`src/hdl/rdps_pkg.sv`:
```
// Shared types, constants and command codes for the remote drive pattern sequencer.
// Used by rdps_regs, rdps_core and remote_drive_pattern_sequencer; depends on nothing.
package rdps_pkg;

    // Field widths
    localparam int SAMPLE_BITS   = 10;
    localparam int THRESH_BITS   = 10;
    localparam int PERIOD_BITS   = 16;
    localparam int DUTY_BITS     = 8;
    localparam int DIR_BITS      = 2;
    localparam int STEP_BITS     = 3;
    localparam int TIME_BITS     = 32;
    localparam int BYTE_BITS     = 8;
    localparam int CMP_BITS      = 16;

    // Pattern lengths
    localparam int PATTERN_STEPS = 6;
    localparam int SHUTTLE_STEPS = 3;

    // Configuration port
    localparam int CFG_ADDR_BITS = 5;
    localparam int CFG_DATA_BITS = 32;
    localparam int REG_IDX_BITS  = 3;

    typedef logic [CMP_BITS-1:0]  t_cmp;
    typedef logic [STEP_BITS:0]   t_step_ext;
    typedef logic [TIME_BITS-1:0] t_time;

    localparam t_step_ext PATTERN_LIMIT = t_step_ext'(PATTERN_STEPS);
    localparam t_step_ext SHUTTLE_LIMIT = t_step_ext'(SHUTTLE_STEPS);

    // Register indexes
    localparam logic [REG_IDX_BITS-1:0] REG_FLOOR_THRESHOLD = 3'd0;
    localparam logic [REG_IDX_BITS-1:0] REG_PATTERN_PERIOD  = 3'd1;
    localparam logic [REG_IDX_BITS-1:0] REG_SHUTTLE_PERIOD  = 3'd2;
    localparam logic [REG_IDX_BITS-1:0] REG_STRAIGHT_DUTY   = 3'd3;
    localparam logic [REG_IDX_BITS-1:0] REG_TURN_DUTY       = 3'd4;
    localparam logic [REG_IDX_BITS-1:0] REG_BOOST_DUTY      = 3'd5;

    // Register reset values
    localparam logic [THRESH_BITS-1:0] RST_FLOOR_THRESHOLD = 10'd300;
    localparam logic [PERIOD_BITS-1:0] RST_PATTERN_PERIOD  = 16'd2000;
    localparam logic [PERIOD_BITS-1:0] RST_SHUTTLE_PERIOD  = 16'd3000;
    localparam logic [DUTY_BITS-1:0]   RST_STRAIGHT_DUTY   = 8'd100;
    localparam logic [DUTY_BITS-1:0]   RST_TURN_DUTY       = 8'd160;
    localparam logic [DUTY_BITS-1:0]   RST_BOOST_DUTY      = 8'd180;

    // ASCII command codes
    localparam logic [BYTE_BITS-1:0] CMD_NONE       = 8'h00;
    localparam logic [BYTE_BITS-1:0] CMD_FWD_GUARD  = 8'h46; // F
    localparam logic [BYTE_BITS-1:0] CMD_FWD        = 8'h66; // f
    localparam logic [BYTE_BITS-1:0] CMD_BACK_GUARD = 8'h42; // B
    localparam logic [BYTE_BITS-1:0] CMD_BACK       = 8'h62; // b
    localparam logic [BYTE_BITS-1:0] CMD_RIGHT      = 8'h52; // R
    localparam logic [BYTE_BITS-1:0] CMD_LEFT       = 8'h4C; // L
    localparam logic [BYTE_BITS-1:0] CMD_STOP       = 8'h53; // S
    localparam logic [BYTE_BITS-1:0] CMD_SUCK_ON    = 8'h54; // T
    localparam logic [BYTE_BITS-1:0] CMD_SUCK_OFF   = 8'h50; // P
    localparam logic [BYTE_BITS-1:0] CMD_PATTERN_I  = 8'h49; // I
    localparam logic [BYTE_BITS-1:0] CMD_PATTERN_U  = 8'h55; // U
    localparam logic [BYTE_BITS-1:0] CMD_PATTERN_K  = 8'h4B; // K

    // Motor direction codes
    localparam logic [DIR_BITS-1:0] DIR_OFF    = 2'd0;
    localparam logic [DIR_BITS-1:0] DIR_FIRST  = 2'd1;
    localparam logic [DIR_BITS-1:0] DIR_SECOND = 2'd2;

    // Wheel manoeuvres
    localparam int MOVE_BITS = 3;
    localparam logic [MOVE_BITS-1:0] MOVE_STOP  = 3'd0;
    localparam logic [MOVE_BITS-1:0] MOVE_FWD   = 3'd1;
    localparam logic [MOVE_BITS-1:0] MOVE_BACK  = 3'd2;
    localparam logic [MOVE_BITS-1:0] MOVE_RIGHT = 3'd3;
    localparam logic [MOVE_BITS-1:0] MOVE_LEFT  = 3'd4;

    typedef struct packed {
        logic [THRESH_BITS-1:0] floor_threshold;
        logic [PERIOD_BITS-1:0] pattern_period;
        logic [PERIOD_BITS-1:0] shuttle_period;
        logic [DUTY_BITS-1:0]   straight_duty;
        logic [DUTY_BITS-1:0]   turn_duty;
        logic [DUTY_BITS-1:0]   boost_duty;
    } t_cfg;

    typedef struct packed {
        logic [SAMPLE_BITS-1:0] front_sample;
        logic [SAMPLE_BITS-1:0] left_sample;
        logic [SAMPLE_BITS-1:0] right_sample;
        logic [SAMPLE_BITS-1:0] rear_sample;
        logic                   manual_switch;
        logic                   byte_valid;
        logic [BYTE_BITS-1:0]   rx_byte;
        logic [TIME_BITS-1:0]   now_ms;
    } t_item;

    typedef struct packed {
        logic [DIR_BITS-1:0]  motor_a_dir;
        logic [DUTY_BITS-1:0] motor_a_duty;
        logic [DIR_BITS-1:0]  motor_b_dir;
        logic [DUTY_BITS-1:0] motor_b_duty;
        logic [DIR_BITS-1:0]  motor_c_dir;
        logic [DUTY_BITS-1:0] motor_c_duty;
        logic [DIR_BITS-1:0]  motor_d_dir;
        logic [DUTY_BITS-1:0] motor_d_duty;
        logic                 suction_on;
        logic [STEP_BITS-1:0] pattern_step;
    } t_result;

endpackage

```
`src/hdl/rdps_regs.sv`:
```
// Configuration register bank with an APB-style write and read port.
// Depends on rdps_pkg for register indexes, reset values and the t_cfg type.
module rdps_regs (
    input  logic                                i_clk,
    input  logic                                i_rst_n,
    input  logic                                psel,
    input  logic                                penable,
    input  logic                                pwrite,
    input  logic [rdps_pkg::CFG_ADDR_BITS-1:0]  paddr,
    input  logic [rdps_pkg::CFG_DATA_BITS-1:0]  pwdata,
    output logic [rdps_pkg::CFG_DATA_BITS-1:0]  prdata,
    output logic                                pready,
    output rdps_pkg::t_cfg                      o_cfg
);

    rdps_pkg::t_cfg                       r_cfg;
    logic                                 w_write;
    logic [rdps_pkg::REG_IDX_BITS-1:0]    w_index;

    assign pready  = 1'b1;
    assign w_write = psel && penable && pwrite;
    assign w_index = paddr[rdps_pkg::CFG_ADDR_BITS-1:2];
    assign o_cfg   = r_cfg;

    // Register writes in the access phase.
    always_ff @(posedge i_clk) begin
        if (!i_rst_n) begin
            r_cfg.floor_threshold <= rdps_pkg::RST_FLOOR_THRESHOLD;
            r_cfg.pattern_period  <= rdps_pkg::RST_PATTERN_PERIOD;
            r_cfg.shuttle_period  <= rdps_pkg::RST_SHUTTLE_PERIOD;
            r_cfg.straight_duty   <= rdps_pkg::RST_STRAIGHT_DUTY;
            r_cfg.turn_duty       <= rdps_pkg::RST_TURN_DUTY;
            r_cfg.boost_duty      <= rdps_pkg::RST_BOOST_DUTY;
        end else if (w_write) begin
            case (w_index)
                rdps_pkg::REG_FLOOR_THRESHOLD: begin
                    r_cfg.floor_threshold <= pwdata[rdps_pkg::THRESH_BITS-1:0];
                end
                rdps_pkg::REG_PATTERN_PERIOD: begin
                    r_cfg.pattern_period <= pwdata[rdps_pkg::PERIOD_BITS-1:0];
                end
                rdps_pkg::REG_SHUTTLE_PERIOD: begin
                    r_cfg.shuttle_period <= pwdata[rdps_pkg::PERIOD_BITS-1:0];
                end
                rdps_pkg::REG_STRAIGHT_DUTY: begin
                    r_cfg.straight_duty <= pwdata[rdps_pkg::DUTY_BITS-1:0];
                end
                rdps_pkg::REG_TURN_DUTY: begin
                    r_cfg.turn_duty <= pwdata[rdps_pkg::DUTY_BITS-1:0];
                end
                rdps_pkg::REG_BOOST_DUTY: begin
                    r_cfg.boost_duty <= pwdata[rdps_pkg::DUTY_BITS-1:0];
                end
                default: begin
                end
            endcase
        end
    end

    // Read data, zero extended; unused addresses read as zero.
    always_comb begin
        prdata = '0;
        case (w_index)
            rdps_pkg::REG_FLOOR_THRESHOLD: begin
                prdata = rdps_pkg::CFG_DATA_BITS'(r_cfg.floor_threshold);
            end
            rdps_pkg::REG_PATTERN_PERIOD: begin
                prdata = rdps_pkg::CFG_DATA_BITS'(r_cfg.pattern_period);
            end
            rdps_pkg::REG_SHUTTLE_PERIOD: begin
                prdata = rdps_pkg::CFG_DATA_BITS'(r_cfg.shuttle_period);
            end
            rdps_pkg::REG_STRAIGHT_DUTY: begin
                prdata = rdps_pkg::CFG_DATA_BITS'(r_cfg.straight_duty);
            end
            rdps_pkg::REG_TURN_DUTY: begin
                prdata = rdps_pkg::CFG_DATA_BITS'(r_cfg.turn_duty);
            end
            rdps_pkg::REG_BOOST_DUTY: begin
                prdata = rdps_pkg::CFG_DATA_BITS'(r_cfg.boost_duty);
            end
            default: begin
                prdata = '0;
            end
        endcase
    end

endmodule

```
`src/hdl/rdps_core.sv`:
```
// Command decode, pattern timing and motor drive logic with the sequencer state.
// Depends on rdps_pkg for command codes, direction codes and the shared structs.
module rdps_core (
    input  logic               i_clk,
    input  logic               i_rst_n,
    input  logic               i_fire,
    input  rdps_pkg::t_item    i_item,
    input  rdps_pkg::t_cfg     i_cfg,
    output rdps_pkg::t_result  o_result
);

    logic [rdps_pkg::BYTE_BITS-1:0]  r_held_command, n_held_command;
    logic [rdps_pkg::STEP_BITS-1:0]  r_step_index, n_step_index;
    rdps_pkg::t_time                 r_step_start, n_step_start;
    logic                            r_suction, n_suction;

    logic                            w_front, w_left, w_right, w_rear;
    logic                            w_shuttle;
    logic [rdps_pkg::PERIOD_BITS-1:0] w_period;
    rdps_pkg::t_step_ext             w_limit;
    rdps_pkg::t_step_ext             w_incr;
    rdps_pkg::t_time                 w_elapsed;
    logic                            w_due;
    logic [rdps_pkg::STEP_BITS-1:0]  w_step_adv;
    logic [rdps_pkg::MOVE_BITS-1:0]  w_move;
    logic                            w_ok;

    // Floor presence: a sample below the threshold means floor underneath.
    assign w_front = rdps_pkg::t_cmp'(i_item.front_sample)
                   < rdps_pkg::t_cmp'(i_cfg.floor_threshold);
    assign w_left  = rdps_pkg::t_cmp'(i_item.left_sample)
                   < rdps_pkg::t_cmp'(i_cfg.floor_threshold);
    assign w_right = rdps_pkg::t_cmp'(i_item.right_sample)
                   < rdps_pkg::t_cmp'(i_cfg.floor_threshold);
    assign w_rear  = rdps_pkg::t_cmp'(i_item.rear_sample)
                   < rdps_pkg::t_cmp'(i_cfg.floor_threshold);

    // Latch a new command byte only in remote mode.
    assign n_held_command = (i_item.byte_valid && !i_item.manual_switch)
                          ? i_item.rx_byte : r_held_command;

    // Step timer: wrapping elapsed time against the period of the pattern in use.
    assign w_shuttle  = (n_held_command == rdps_pkg::CMD_PATTERN_K);
    assign w_period   = w_shuttle ? i_cfg.shuttle_period : i_cfg.pattern_period;
    assign w_limit    = w_shuttle ? rdps_pkg::SHUTTLE_LIMIT : rdps_pkg::PATTERN_LIMIT;
    assign w_elapsed  = i_item.now_ms - r_step_start;
    assign w_due      = w_elapsed >= rdps_pkg::t_time'(w_period);
    assign w_incr     = rdps_pkg::t_step_ext'(r_step_index) + rdps_pkg::t_step_ext'(1);
    assign w_step_adv = !w_due ? r_step_index
                      : (w_incr >= w_limit) ? '0
                      : w_incr[rdps_pkg::STEP_BITS-1:0];

    // Command decode into a wheel manoeuvre and the next state.
    always_comb begin
        n_step_index = r_step_index;
        n_step_start = r_step_start;
        n_suction    = r_suction;
        w_move       = rdps_pkg::MOVE_STOP;
        w_ok         = 1'b0;
        if (i_item.manual_switch) begin
            n_step_index = '0;
            n_step_start = i_item.now_ms;
        end else begin
            case (n_held_command)
                rdps_pkg::CMD_FWD_GUARD: begin
                    if (w_front) w_move = rdps_pkg::MOVE_FWD;
                end
                rdps_pkg::CMD_FWD: begin
                    w_move = rdps_pkg::MOVE_FWD;
                end
                rdps_pkg::CMD_BACK_GUARD: begin
                    if (w_rear) w_move = rdps_pkg::MOVE_BACK;
                end
                rdps_pkg::CMD_BACK: begin
                    w_move = rdps_pkg::MOVE_BACK;
                end
                rdps_pkg::CMD_RIGHT: begin
                    w_move = rdps_pkg::MOVE_RIGHT;
                end
                rdps_pkg::CMD_LEFT: begin
                    w_move = rdps_pkg::MOVE_LEFT;
                end
                rdps_pkg::CMD_STOP, rdps_pkg::CMD_SUCK_OFF: begin
                    n_suction = 1'b0;
                end
                rdps_pkg::CMD_SUCK_ON: begin
                    n_suction = 1'b1;
                end
                rdps_pkg::CMD_PATTERN_I: begin
                    if (w_due) n_step_start = i_item.now_ms;
                    n_step_index = w_step_adv;
                    case (w_step_adv)
                        3'd0, 3'd3: begin
                            w_ok = w_front;
                            if (w_front) w_move = rdps_pkg::MOVE_FWD;
                        end
                        3'd1, 3'd2: begin
                            w_ok = w_left;
                            if (w_left) w_move = rdps_pkg::MOVE_RIGHT;
                        end
                        3'd4, 3'd5: begin
                            w_ok = w_right;
                            if (w_right) w_move = rdps_pkg::MOVE_LEFT;
                        end
                        default: begin
                            w_ok = 1'b1;
                        end
                    endcase
                    // A failed guard also stops suction; steps past the table leave it.
                    if (w_step_adv <= 3'd5) n_suction = w_ok;
                end
                rdps_pkg::CMD_PATTERN_U: begin
                    if (w_due) n_step_start = i_item.now_ms;
                    n_step_index = w_step_adv;
                    case (w_step_adv)
                        3'd0, 3'd3: begin
                            w_move    = rdps_pkg::MOVE_FWD;
                            n_suction = 1'b1;
                        end
                        3'd1, 3'd2: begin
                            w_move    = rdps_pkg::MOVE_RIGHT;
                            n_suction = 1'b1;
                        end
                        3'd4, 3'd5: begin
                            w_move    = rdps_pkg::MOVE_LEFT;
                            n_suction = 1'b1;
                        end
                        default: begin
                        end
                    endcase
                end
                rdps_pkg::CMD_PATTERN_K: begin
                    if (w_due) n_step_start = i_item.now_ms;
                    n_step_index = w_step_adv;
                    if (w_step_adv == 3'd0) begin
                        w_move = rdps_pkg::MOVE_FWD;
                    end else if (w_step_adv == 3'd2) begin
                        w_move = rdps_pkg::MOVE_BACK;
                    end
                end
                default: begin
                end
            endcase
        end
    end

    // Manoeuvre to motor directions and duties.
    always_comb begin
        o_result = '0;
        case (w_move)
            rdps_pkg::MOVE_FWD: begin
                o_result.motor_a_dir  = rdps_pkg::DIR_SECOND;
                o_result.motor_b_dir  = rdps_pkg::DIR_FIRST;
                o_result.motor_c_dir  = rdps_pkg::DIR_SECOND;
                o_result.motor_d_dir  = rdps_pkg::DIR_FIRST;
                o_result.motor_a_duty = i_cfg.straight_duty;
                o_result.motor_b_duty = i_cfg.straight_duty;
                o_result.motor_c_duty = i_cfg.straight_duty;
                o_result.motor_d_duty = i_cfg.straight_duty;
            end
            rdps_pkg::MOVE_BACK: begin
                o_result.motor_a_dir  = rdps_pkg::DIR_FIRST;
                o_result.motor_b_dir  = rdps_pkg::DIR_SECOND;
                o_result.motor_c_dir  = rdps_pkg::DIR_FIRST;
                o_result.motor_d_dir  = rdps_pkg::DIR_SECOND;
                o_result.motor_a_duty = i_cfg.straight_duty;
                o_result.motor_b_duty = i_cfg.straight_duty;
                o_result.motor_c_duty = i_cfg.straight_duty;
                o_result.motor_d_duty = i_cfg.straight_duty;
            end
            rdps_pkg::MOVE_RIGHT: begin
                o_result.motor_a_dir  = rdps_pkg::DIR_SECOND;
                o_result.motor_b_dir  = rdps_pkg::DIR_SECOND;
                o_result.motor_c_dir  = rdps_pkg::DIR_SECOND;
                o_result.motor_d_dir  = rdps_pkg::DIR_SECOND;
                o_result.motor_a_duty = i_cfg.turn_duty;
                o_result.motor_b_duty = i_cfg.turn_duty;
                o_result.motor_c_duty = i_cfg.turn_duty;
                o_result.motor_d_duty = i_cfg.turn_duty;
            end
            rdps_pkg::MOVE_LEFT: begin
                o_result.motor_a_dir  = rdps_pkg::DIR_FIRST;
                o_result.motor_b_dir  = rdps_pkg::DIR_FIRST;
                o_result.motor_c_dir  = rdps_pkg::DIR_FIRST;
                o_result.motor_d_dir  = rdps_pkg::DIR_FIRST;
                o_result.motor_a_duty = i_cfg.turn_duty;
                o_result.motor_b_duty = i_cfg.boost_duty;
                o_result.motor_c_duty = i_cfg.turn_duty;
                o_result.motor_d_duty = i_cfg.boost_duty;
            end
            default: begin
            end
        endcase
        o_result.suction_on   = n_suction;
        o_result.pattern_step = n_step_index;
    end

    // Sequencer state, updated once per processed item.
    always_ff @(posedge i_clk) begin
        if (!i_rst_n) begin
            r_held_command <= rdps_pkg::CMD_NONE;
            r_step_index   <= '0;
            r_step_start   <= '0;
            r_suction      <= 1'b0;
        end else if (i_fire) begin
            r_held_command <= n_held_command;
            r_step_index   <= n_step_index;
            r_step_start   <= n_step_start;
            r_suction      <= n_suction;
        end
    end

    // A manual item clears the step and keeps suction as it was.
    a_manual_clears_step: assert property (@(posedge i_clk) disable iff (!i_rst_n)
        i_fire && i_item.manual_switch |=> r_step_index == '0)
        else $error("manual item did not clear the pattern step");

    a_manual_keeps_suction: assert property (@(posedge i_clk) disable iff (!i_rst_n)
        i_fire && i_item.manual_switch |=> r_suction == $past(r_suction))
        else $error("manual item changed the suction latch");

    // The step never leaves the range of the longest pattern.
    a_step_in_range: assert property (@(posedge i_clk) disable iff (!i_rst_n)
        rdps_pkg::t_step_ext'(r_step_index) < rdps_pkg::PATTERN_LIMIT)
        else $error("pattern step out of range");

    // Manual mode always stops every wheel.
    a_manual_stops_wheels: assert property (@(posedge i_clk) disable iff (!i_rst_n)
        i_fire && i_item.manual_switch |->
            o_result.motor_a_dir == rdps_pkg::DIR_OFF
            && o_result.motor_b_dir == rdps_pkg::DIR_OFF
            && o_result.motor_c_dir == rdps_pkg::DIR_OFF
            && o_result.motor_d_dir == rdps_pkg::DIR_OFF)
        else $error("wheels driven in manual mode");

endmodule

```
`src/hdl/remote_drive_pattern_sequencer.sv`:
```
// Remote drive pattern sequencer: input register, decode core and result register.
// An accepted input item passes through the input register and then the result register to the outputs.
// Throughput: one item per cycle while the output is not stalled; the state update is a single pass of decode logic.
// A stalled result holds in the output register while one more item waits in the input stage.
// Reset (i_rst_n low, synchronous) empties both stages, clears the command, step, step time
// and suction latch, and loads the default configuration values.
module remote_drive_pattern_sequencer (
    input  logic                                i_clk,
    input  logic                                i_rst_n,
    // Configuration port
    input  logic                                psel,
    input  logic                                penable,
    input  logic                                pwrite,
    input  logic [rdps_pkg::CFG_ADDR_BITS-1:0]  paddr,
    input  logic [rdps_pkg::CFG_DATA_BITS-1:0]  pwdata,
    output logic [rdps_pkg::CFG_DATA_BITS-1:0]  prdata,
    output logic                                pready,
    // Input channel
    input  logic                                i_in_valid,
    output logic                                o_in_stall,
    input  logic [rdps_pkg::SAMPLE_BITS-1:0]    i_front_sample,
    input  logic [rdps_pkg::SAMPLE_BITS-1:0]    i_left_sample,
    input  logic [rdps_pkg::SAMPLE_BITS-1:0]    i_right_sample,
    input  logic [rdps_pkg::SAMPLE_BITS-1:0]    i_rear_sample,
    input  logic                                i_manual_switch,
    input  logic                                i_byte_valid,
    input  logic [rdps_pkg::BYTE_BITS-1:0]      i_rx_byte,
    input  logic [rdps_pkg::TIME_BITS-1:0]      i_now_ms,
    // Output channel
    output logic                                o_out_valid,
    input  logic                                i_out_stall,
    output logic [rdps_pkg::DIR_BITS-1:0]       o_motor_a_dir,
    output logic [rdps_pkg::DUTY_BITS-1:0]      o_motor_a_duty,
    output logic [rdps_pkg::DIR_BITS-1:0]       o_motor_b_dir,
    output logic [rdps_pkg::DUTY_BITS-1:0]      o_motor_b_duty,
    output logic [rdps_pkg::DIR_BITS-1:0]       o_motor_c_dir,
    output logic [rdps_pkg::DUTY_BITS-1:0]      o_motor_c_duty,
    output logic [rdps_pkg::DIR_BITS-1:0]       o_motor_d_dir,
    output logic [rdps_pkg::DUTY_BITS-1:0]      o_motor_d_duty,
    output logic                                o_suction_on,
    output logic [rdps_pkg::STEP_BITS-1:0]      o_pattern_step
);

    rdps_pkg::t_cfg     w_cfg;
    rdps_pkg::t_result  w_result;
    rdps_pkg::t_item    r_item;
    rdps_pkg::t_result  r_result;
    logic               r_in_valid;
    logic               r_out_valid;
    logic               w_advance;
    logic               w_accept;
    logic               w_fire;

    rdps_regs u_regs (
        .i_clk   (i_clk),
        .i_rst_n (i_rst_n),
        .psel    (psel),
        .penable (penable),
        .pwrite  (pwrite),
        .paddr   (paddr),
        .pwdata  (pwdata),
        .prdata  (prdata),
        .pready  (pready),
        .o_cfg   (w_cfg)
    );

    rdps_core u_core (
        .i_clk    (i_clk),
        .i_rst_n  (i_rst_n),
        .i_fire   (w_fire),
        .i_item   (r_item),
        .i_cfg    (w_cfg),
        .o_result (w_result)
    );

    // Pipeline flow: the input stage moves on whenever the result register can take a value.
    assign w_advance  = !r_out_valid || !i_out_stall;
    assign o_in_stall = r_in_valid && !w_advance;
    assign w_accept   = i_in_valid && !o_in_stall;
    assign w_fire     = r_in_valid && w_advance;

    // Input register.
    always_ff @(posedge i_clk) begin
        if (!i_rst_n) begin
            r_in_valid <= 1'b0;
        end else if (w_accept) begin
            r_in_valid <= 1'b1;
        end else if (w_advance) begin
            r_in_valid <= 1'b0;
        end
    end

    always_ff @(posedge i_clk) begin
        if (w_accept) begin
            r_item.front_sample  <= i_front_sample;
            r_item.left_sample   <= i_left_sample;
            r_item.right_sample  <= i_right_sample;
            r_item.rear_sample   <= i_rear_sample;
            r_item.manual_switch <= i_manual_switch;
            r_item.byte_valid    <= i_byte_valid;
            r_item.rx_byte       <= i_rx_byte;
            r_item.now_ms        <= i_now_ms;
        end
    end

    // Result register.
    always_ff @(posedge i_clk) begin
        if (!i_rst_n) begin
            r_out_valid <= 1'b0;
        end else if (w_advance) begin
            r_out_valid <= r_in_valid;
        end
    end

    always_ff @(posedge i_clk) begin
        if (w_fire) begin
            r_result <= w_result;
        end
    end

    assign o_out_valid    = r_out_valid;
    assign o_motor_a_dir  = r_result.motor_a_dir;
    assign o_motor_a_duty = r_result.motor_a_duty;
    assign o_motor_b_dir  = r_result.motor_b_dir;
    assign o_motor_b_duty = r_result.motor_b_duty;
    assign o_motor_c_dir  = r_result.motor_c_dir;
    assign o_motor_c_duty = r_result.motor_c_duty;
    assign o_motor_d_dir  = r_result.motor_d_dir;
    assign o_motor_d_duty = r_result.motor_d_duty;
    assign o_suction_on   = r_result.suction_on;
    assign o_pattern_step = r_result.pattern_step;

endmodule

```
`config.mk`:
```
export PLATFORM = sky130hd
export DESIGN_NAME = remote_drive_pattern_sequencer
export DESIGN_NICKNAME = d
export VERILOG_FILES = /design/src/hdl/rdps_pkg.sv /design/src/hdl/rdps_regs.sv /design/src/hdl/rdps_core.sv /design/src/hdl/remote_drive_pattern_sequencer.sv
export SDC_FILE = /design/constraint.sdc
export NUM_CORES = 1
export LEC_CHECK = 0
export BUFFER_PORTS_ARGS = -buffer_cell sky130_fd_sc_hd__buf_4
export CAP_MARGIN = 20
export CORE_MARGIN = 10
export CORE_UTILIZATION = 52
export DETAILED_ROUTE_END_ITERATION = 10
export PLACE_DENSITY = 0.77
export SYNTH_ARGS = -nofsm -noshare
export SYNTH_HDL_FRONTEND = slang
export SYNTH_SLANG_ARGS = --single-unit
```
`constraint.sdc`:
```
create_clock -name i_clk -period 6.1 [get_ports i_clk]
set_clock_uncertainty 0.1 [all_clocks]
set_input_delay 1.22 -clock i_clk [delete_from_list [all_inputs] [get_ports i_clk]]
set_output_delay 1.22 -clock i_clk [all_outputs]
set_load 0.02 [all_outputs]
```
-- Word level (Yosys, flattened, before mapping)
Cells that the tools add are included.
- equality and inequality tests: 26
- magnitude comparators: 7
- $add $sub $neg: 2
- reduce and logical (&&, ||, !) cells: 30
- mux-type cells: 29
- operators with widths (kind ; number):
    40-bit case mux with 4 select lines ; 1
    8-bit by 7-bit equality test with 1-bit output, second input constant ; 12
    32-bit two-way mux ; 3
    16-bit case mux with 6 select lines ; 1
    10-bit < comparator ; 4
    32-bit by 16-bit >= comparator with 1-bit output ; 1
    32-bit subtractor ; 1
    3-bit case mux with 9 select lines ; 1
    3-bit two-way mux ; 8
    3-bit by 2-bit equality test with 1-bit output, second input constant ; 6
    3-bit case mux with 3 select lines ; 2
    16-bit two-way mux ; 1
    3-bit equality test, second input constant ; 5
    2-bit AND reduction ; 6
    3-bit by 1-bit equality test with 1-bit output, second input constant ; 3
    8-bit two-way mux ; 1
    2-bit OR reduction ; 4
    1-bit logical AND ; 6
    3-bit logical NOT ; 2
    1-bit two-way mux ; 6
    2-bit two-way mux ; 3
    2-bit nonzero test ; 3
    6-bit OR reduction ; 1
    1-bit logical NOT ; 5
    other kinds (8) ; 8
- logic and storage cells: 124
- flip-flop bits (word level): 238

-- Longest topological paths before layout
- depth after elaboration: 15
- mapped depth: 25

-- By module
Synthesis repeated with hierarchy kept, for this count alone.
- cells, all modules: 1415
- area total of the unflattened synthesis: 13709.4 µm²
- by module, submodules not included (module ; times used ; area each (µm²) ; seq. area each (µm²) ; cells an instance):
    rdps_core ; 1 ; 6573.8 ; 880.8 ; 913
    remote_drive_pattern_sequencer ; 1 ; 3867.5 ; 3823.7 ; 134
    rdps_regs ; 1 ; 3268.1 ; 1321.3 ; 368

-- Worst setup path after synthesis
Ideal clock, no wire load.
- kind: register to register
- start: register r_item[41] (netlist name)
- end: register r_result, in the netlist o_motor_a_duty[0] (data pin)
- setup time: 254 ps
- arrival time: 5784 ps
- slack: -37 ps
- cell stages (with the launch flop): 25
- cells stage by stage: edfxtp_1 > nor2b_1 > clkbuf_1 > mux2_2 > o21ba_2 > nand3_1 > nor2_1 > buf_1 > clkbuf_1 > mux2i_1 > ha_1 > a21o_1 > a21oi_1 > o21ai_0 > nor4_1 > o2111ai_1 > nor4_1 > nand4_1 > nor3_4 > mux2_2 > a21o_2 > nor3b_4 > or2_1 > buf_4 > a21o_1
- word-level cells in the longest chain between the ends: 15
- elaborated cells between the ends (all ways): 38
- those cells by class: order compare: 2; eq/ne: 18; mux: 12; reduce/logical: 6
- ends and longest elaborated chain (element ; line ; source):
    start: declaration ; remote_drive_pattern_sequencer.sv:46 ; rdps_pkg::t_item r_item;
    branches (longest 12 deep; another with 32-bit by 16-bit >= comparator with 1-bit output) ; - ;
    3-bit two-way mux * ; rdps_core.sv:60 ; if (i_item.manual_switch) begin
    3-bit equality test (tied with other cells) ; rdps_core.sv:150 ; case (w_move)
    40-bit case mux with 4 select lines * ; rdps_core.sv:150 ;
    end signal: assignment ; remote_drive_pattern_sequencer.sv:117 ; r_result <= w_result;
    end: declaration ; remote_drive_pattern_sequencer.sv:47 ; rdps_pkg::t_result r_result;
Every way passes the cells marked *.
A chain may end at the register's enable or synchronous reset.

==> results.yml <==
drt:
  wirelength_mm: 32.36
  drc: 0
  via_count: 10270
  wl_per_cell_um: 17.85
  drtIter0Drc: 779
  vias_per_cell: 5.663
  ant_nets: 0
  drtPass1Iterations: 5
logic_synthesis:
  synth_mux_area_frac: 0.05327
  synth-async-reset-ratio: 0
  syn-instance-count: 1343
  ys_ff_latch: 218
  synth_area_leaders: "edfxtp_1 (25%), dfxtp_1 (18%), ha_1 (8.5%)"
  netlist_area_sq_um: 12610
  synth.distinct_cells: 75
  yosysWarningCount: 0
  synth_top_family_by_area: "compound AO/OA/AOI/OAI gates"
  synth-main-ff-cell: "dfxtp_1"
  yosys.area_share.adder: 0.08690
  yosysTopAreaCellShare: 0.2524
  yosys.area_share.simple: 0.1650
  synth_edf_count: 106
  syn_area_per_cell_sq_um: 9.391
  synth_seq_area_share: 0.4302
  synth_xor_area_frac: 0.01458
  yosys.area.top_type: "edfxtp_1"
  synth_compound_area_frac: 0.1915
clock_network:
  cts_sinks: 218
  worst_skew_pair.late_latency_ps: 510
  cts_buffers: 24
  cts_tree: "yes"
  clk_path_buf_depth: 3
  cts-root-buf: "clkbuf_16"
  clk_transition_reported_paths_ps: 60
  hold_buffers: 0
  htree_levels: 1
sta:
  tightestPinTransition_ps: 1048
  fin_crit_ps: 5786
  maxSlewHeadroom: 0.3012
  timing.final.crit_share: 0.9484
  finalSetupTns_ps: 0
  fmax_mhz: 172.8
  drv_slew: 0
  setup_viol: 0
  finalHoldViolCount: 0
grt:
  grt_max_degree: 113
  antenna_found_initial: 0
  grt_pass1_wl_mm: 52.43
  grtUsageTotal: 0.2022
  grt_pass1_vias: 10190
  overflow: 0
place:
  hpwl_mm: 24.17
  gp_congestion: 0.9424
  portBuffers: 169
setup_path:
  crit_start: "r_item[4]$_DFFE_PP_"
  endpoint_kind: "flop"
  r2r-end: "o_motor_b_duty[0]$_DFFE_PP_"
  cp_max_fo: 8
  cp.arrival_ps: 5950
  r2r-start: "r_item[4]$_DFFE_PP_"
  crit_type: "reg2reg"
  crit_path_start_kind: "flop"
  reg2reg_depth: 22
  worstPathRequired_ps: 6260
  reg2reg_setup_slack_ps: 310
power_and_ir_drop:
  power_density_nw_per_um2: 234.1
  p_leak_nw: 5.992
  max-vdd-ir-drop_mv: 0.2006
final_layout:
  utilization: 0.6255
  nets: 1689
  area_growth_pct: 17.46
  antenna_cells: 0
  mostFrequentLayoutCells: "nand2_1 (223), buf_4 (189), dfxtp_1 (112)"
  layout_commonest_cell: "nand2_1"
  drive_above_1_share: 0.1727
run_status:
  status: "completed"
hold_path:
  min-delay-start: "u_core.r_step_start[24]$_SDFFE_PN0P_"
  hold_path_end: "u_core.r_step_start[24]$_SDFFE_PN0P_"
  min_path_type: "reg2reg"
  hold_depth: 2
floorplan:
  pin_count: 205
  die_h_um: 175.7
  std_cell_rows: 56
  start_util: 0.5325
  die_w_um: 175.7
  die_area_sq_um: 30880
  core_area_sq_um: 23680
run:
  cap_violations: 0
-- critical path, cell delays in order (launching register included) --
cell and delay (ps):
edfxtp_1 400, ha_1 410, a21o_1 220, a31oi_1 300, a21oi_1 180, o21ai_0 300
nand2_1 110, xor2_1 170, ha_1 300, nand3_1 130, or3_1 150, o21ai_1 110
nor4_1 260, o2111ai_1 160, nor4_1 340, nand4_1 240, nor3_4 300, mux2_2 400
o21ai_2 190, a2111oi_4 100, buf_4 210, and2_1 170, a221o_1 260
-- power breakdown --
group	total, mW	internal [mW]	switching, mW
Combinational	0.520	0.220	0.300
Clock	1.33	0.778	0.548
Sequential	1.62	1.59	0.0286
Total	3.47	2.59	0.877
-- synth_stat cells (38+ instances only) --
master      n
a21boi_0   67
a21o_1     48
a21oi_1    63
buf_4      38
clkbuf_1   58
dfxtp_1   112
edfxtp_1  106
ha_1       86
inv_1      56
mux2i_1    57
nand2_1   223
nand3_1    42
nor2_1     73
-- per-stage QoR --
stage          cell area, sq um  cells  power (mW)  setup WS [ps]  hold WS [ps]
3_5_place_dp              14000   1765       2.164          263.8         360.8
5_1_grt                   14810   1813       3.616         -29.10         390.9
4_1_cts                   14720   1809       3.490          227.8         368.6
2_1_floorplan             12670   1358       1.997          137.2         338.3
3_3_place_gp              14000   1765       2.154          328.0         351.5
6_report                  14810   1813       3.467          314.5         364.8
-- registers in the layout, indices dropped and copies added, names as in the netlist, 3 cells and up --
signal / count
u_core.r_held_command: 8
u_core.r_step_start: 32
u_core.r_step_index: 3
o_motor_b_duty: 8
u_regs.o_cfg: 66
o_pattern_step: 3
o_motor_a_duty: 8
r_item: 82
-- final cells by class --
cell class	instances	area [sq um]
Clock buffer	40	701.9
Clock inverter	4	17.52
Fill cell	1983	8869
Inverter	57	214.0
Multi-Input combinational cell	983	6588
Sequential cell	218	5425
Tap cell	319	399.1
Timing Repair Buffer	192	1469
-- per-layer routing --
metal	routed length (um)	global-route usage
met3	2418	0.04654
met4	855	0.06146
met5	0	0
met2	15170	0.3316
met1	13910	0.2593
-- logic make-up (layout without fill, tap and decap cells) --
kind of cell             count (synthesis)  after routing
AND/OR/NAND/NOR                        453            453
AO/OA/AOI/OAI                          339            339
flip-flops                             218            218
buffers and inverters                  157            293
adder cells (fa/ha/maj)                 87             87
multiplexers                            66             66
XOR/XNOR                                21             21
other                                    2             17
-- how the worst max path moves through the flow --
stage | to | depth (start not counted)
after CTS | o_motor_a_duty[6]$_DFFE_PP_ | 22
after floorplan | o_motor_a_duty[0]$_DFFE_PP_ | 24
after global placement | o_motor_a_duty[4]$_DFFE_PP_ | 23
after global routing | o_motor_b_duty[1]$_DFFE_PP_ | 22
after detailed placement | o_motor_a_duty[6]$_DFFE_PP_ | 22
final | o_motor_b_duty[0]$_DFFE_PP_ | 22
-- repair_timing --
item                                    CTS  global route
endpoints found under the setup margin    0            16
gates resized for setup                   0            13
setup buffers                             0             2
(Power assumes the default switching activity.)
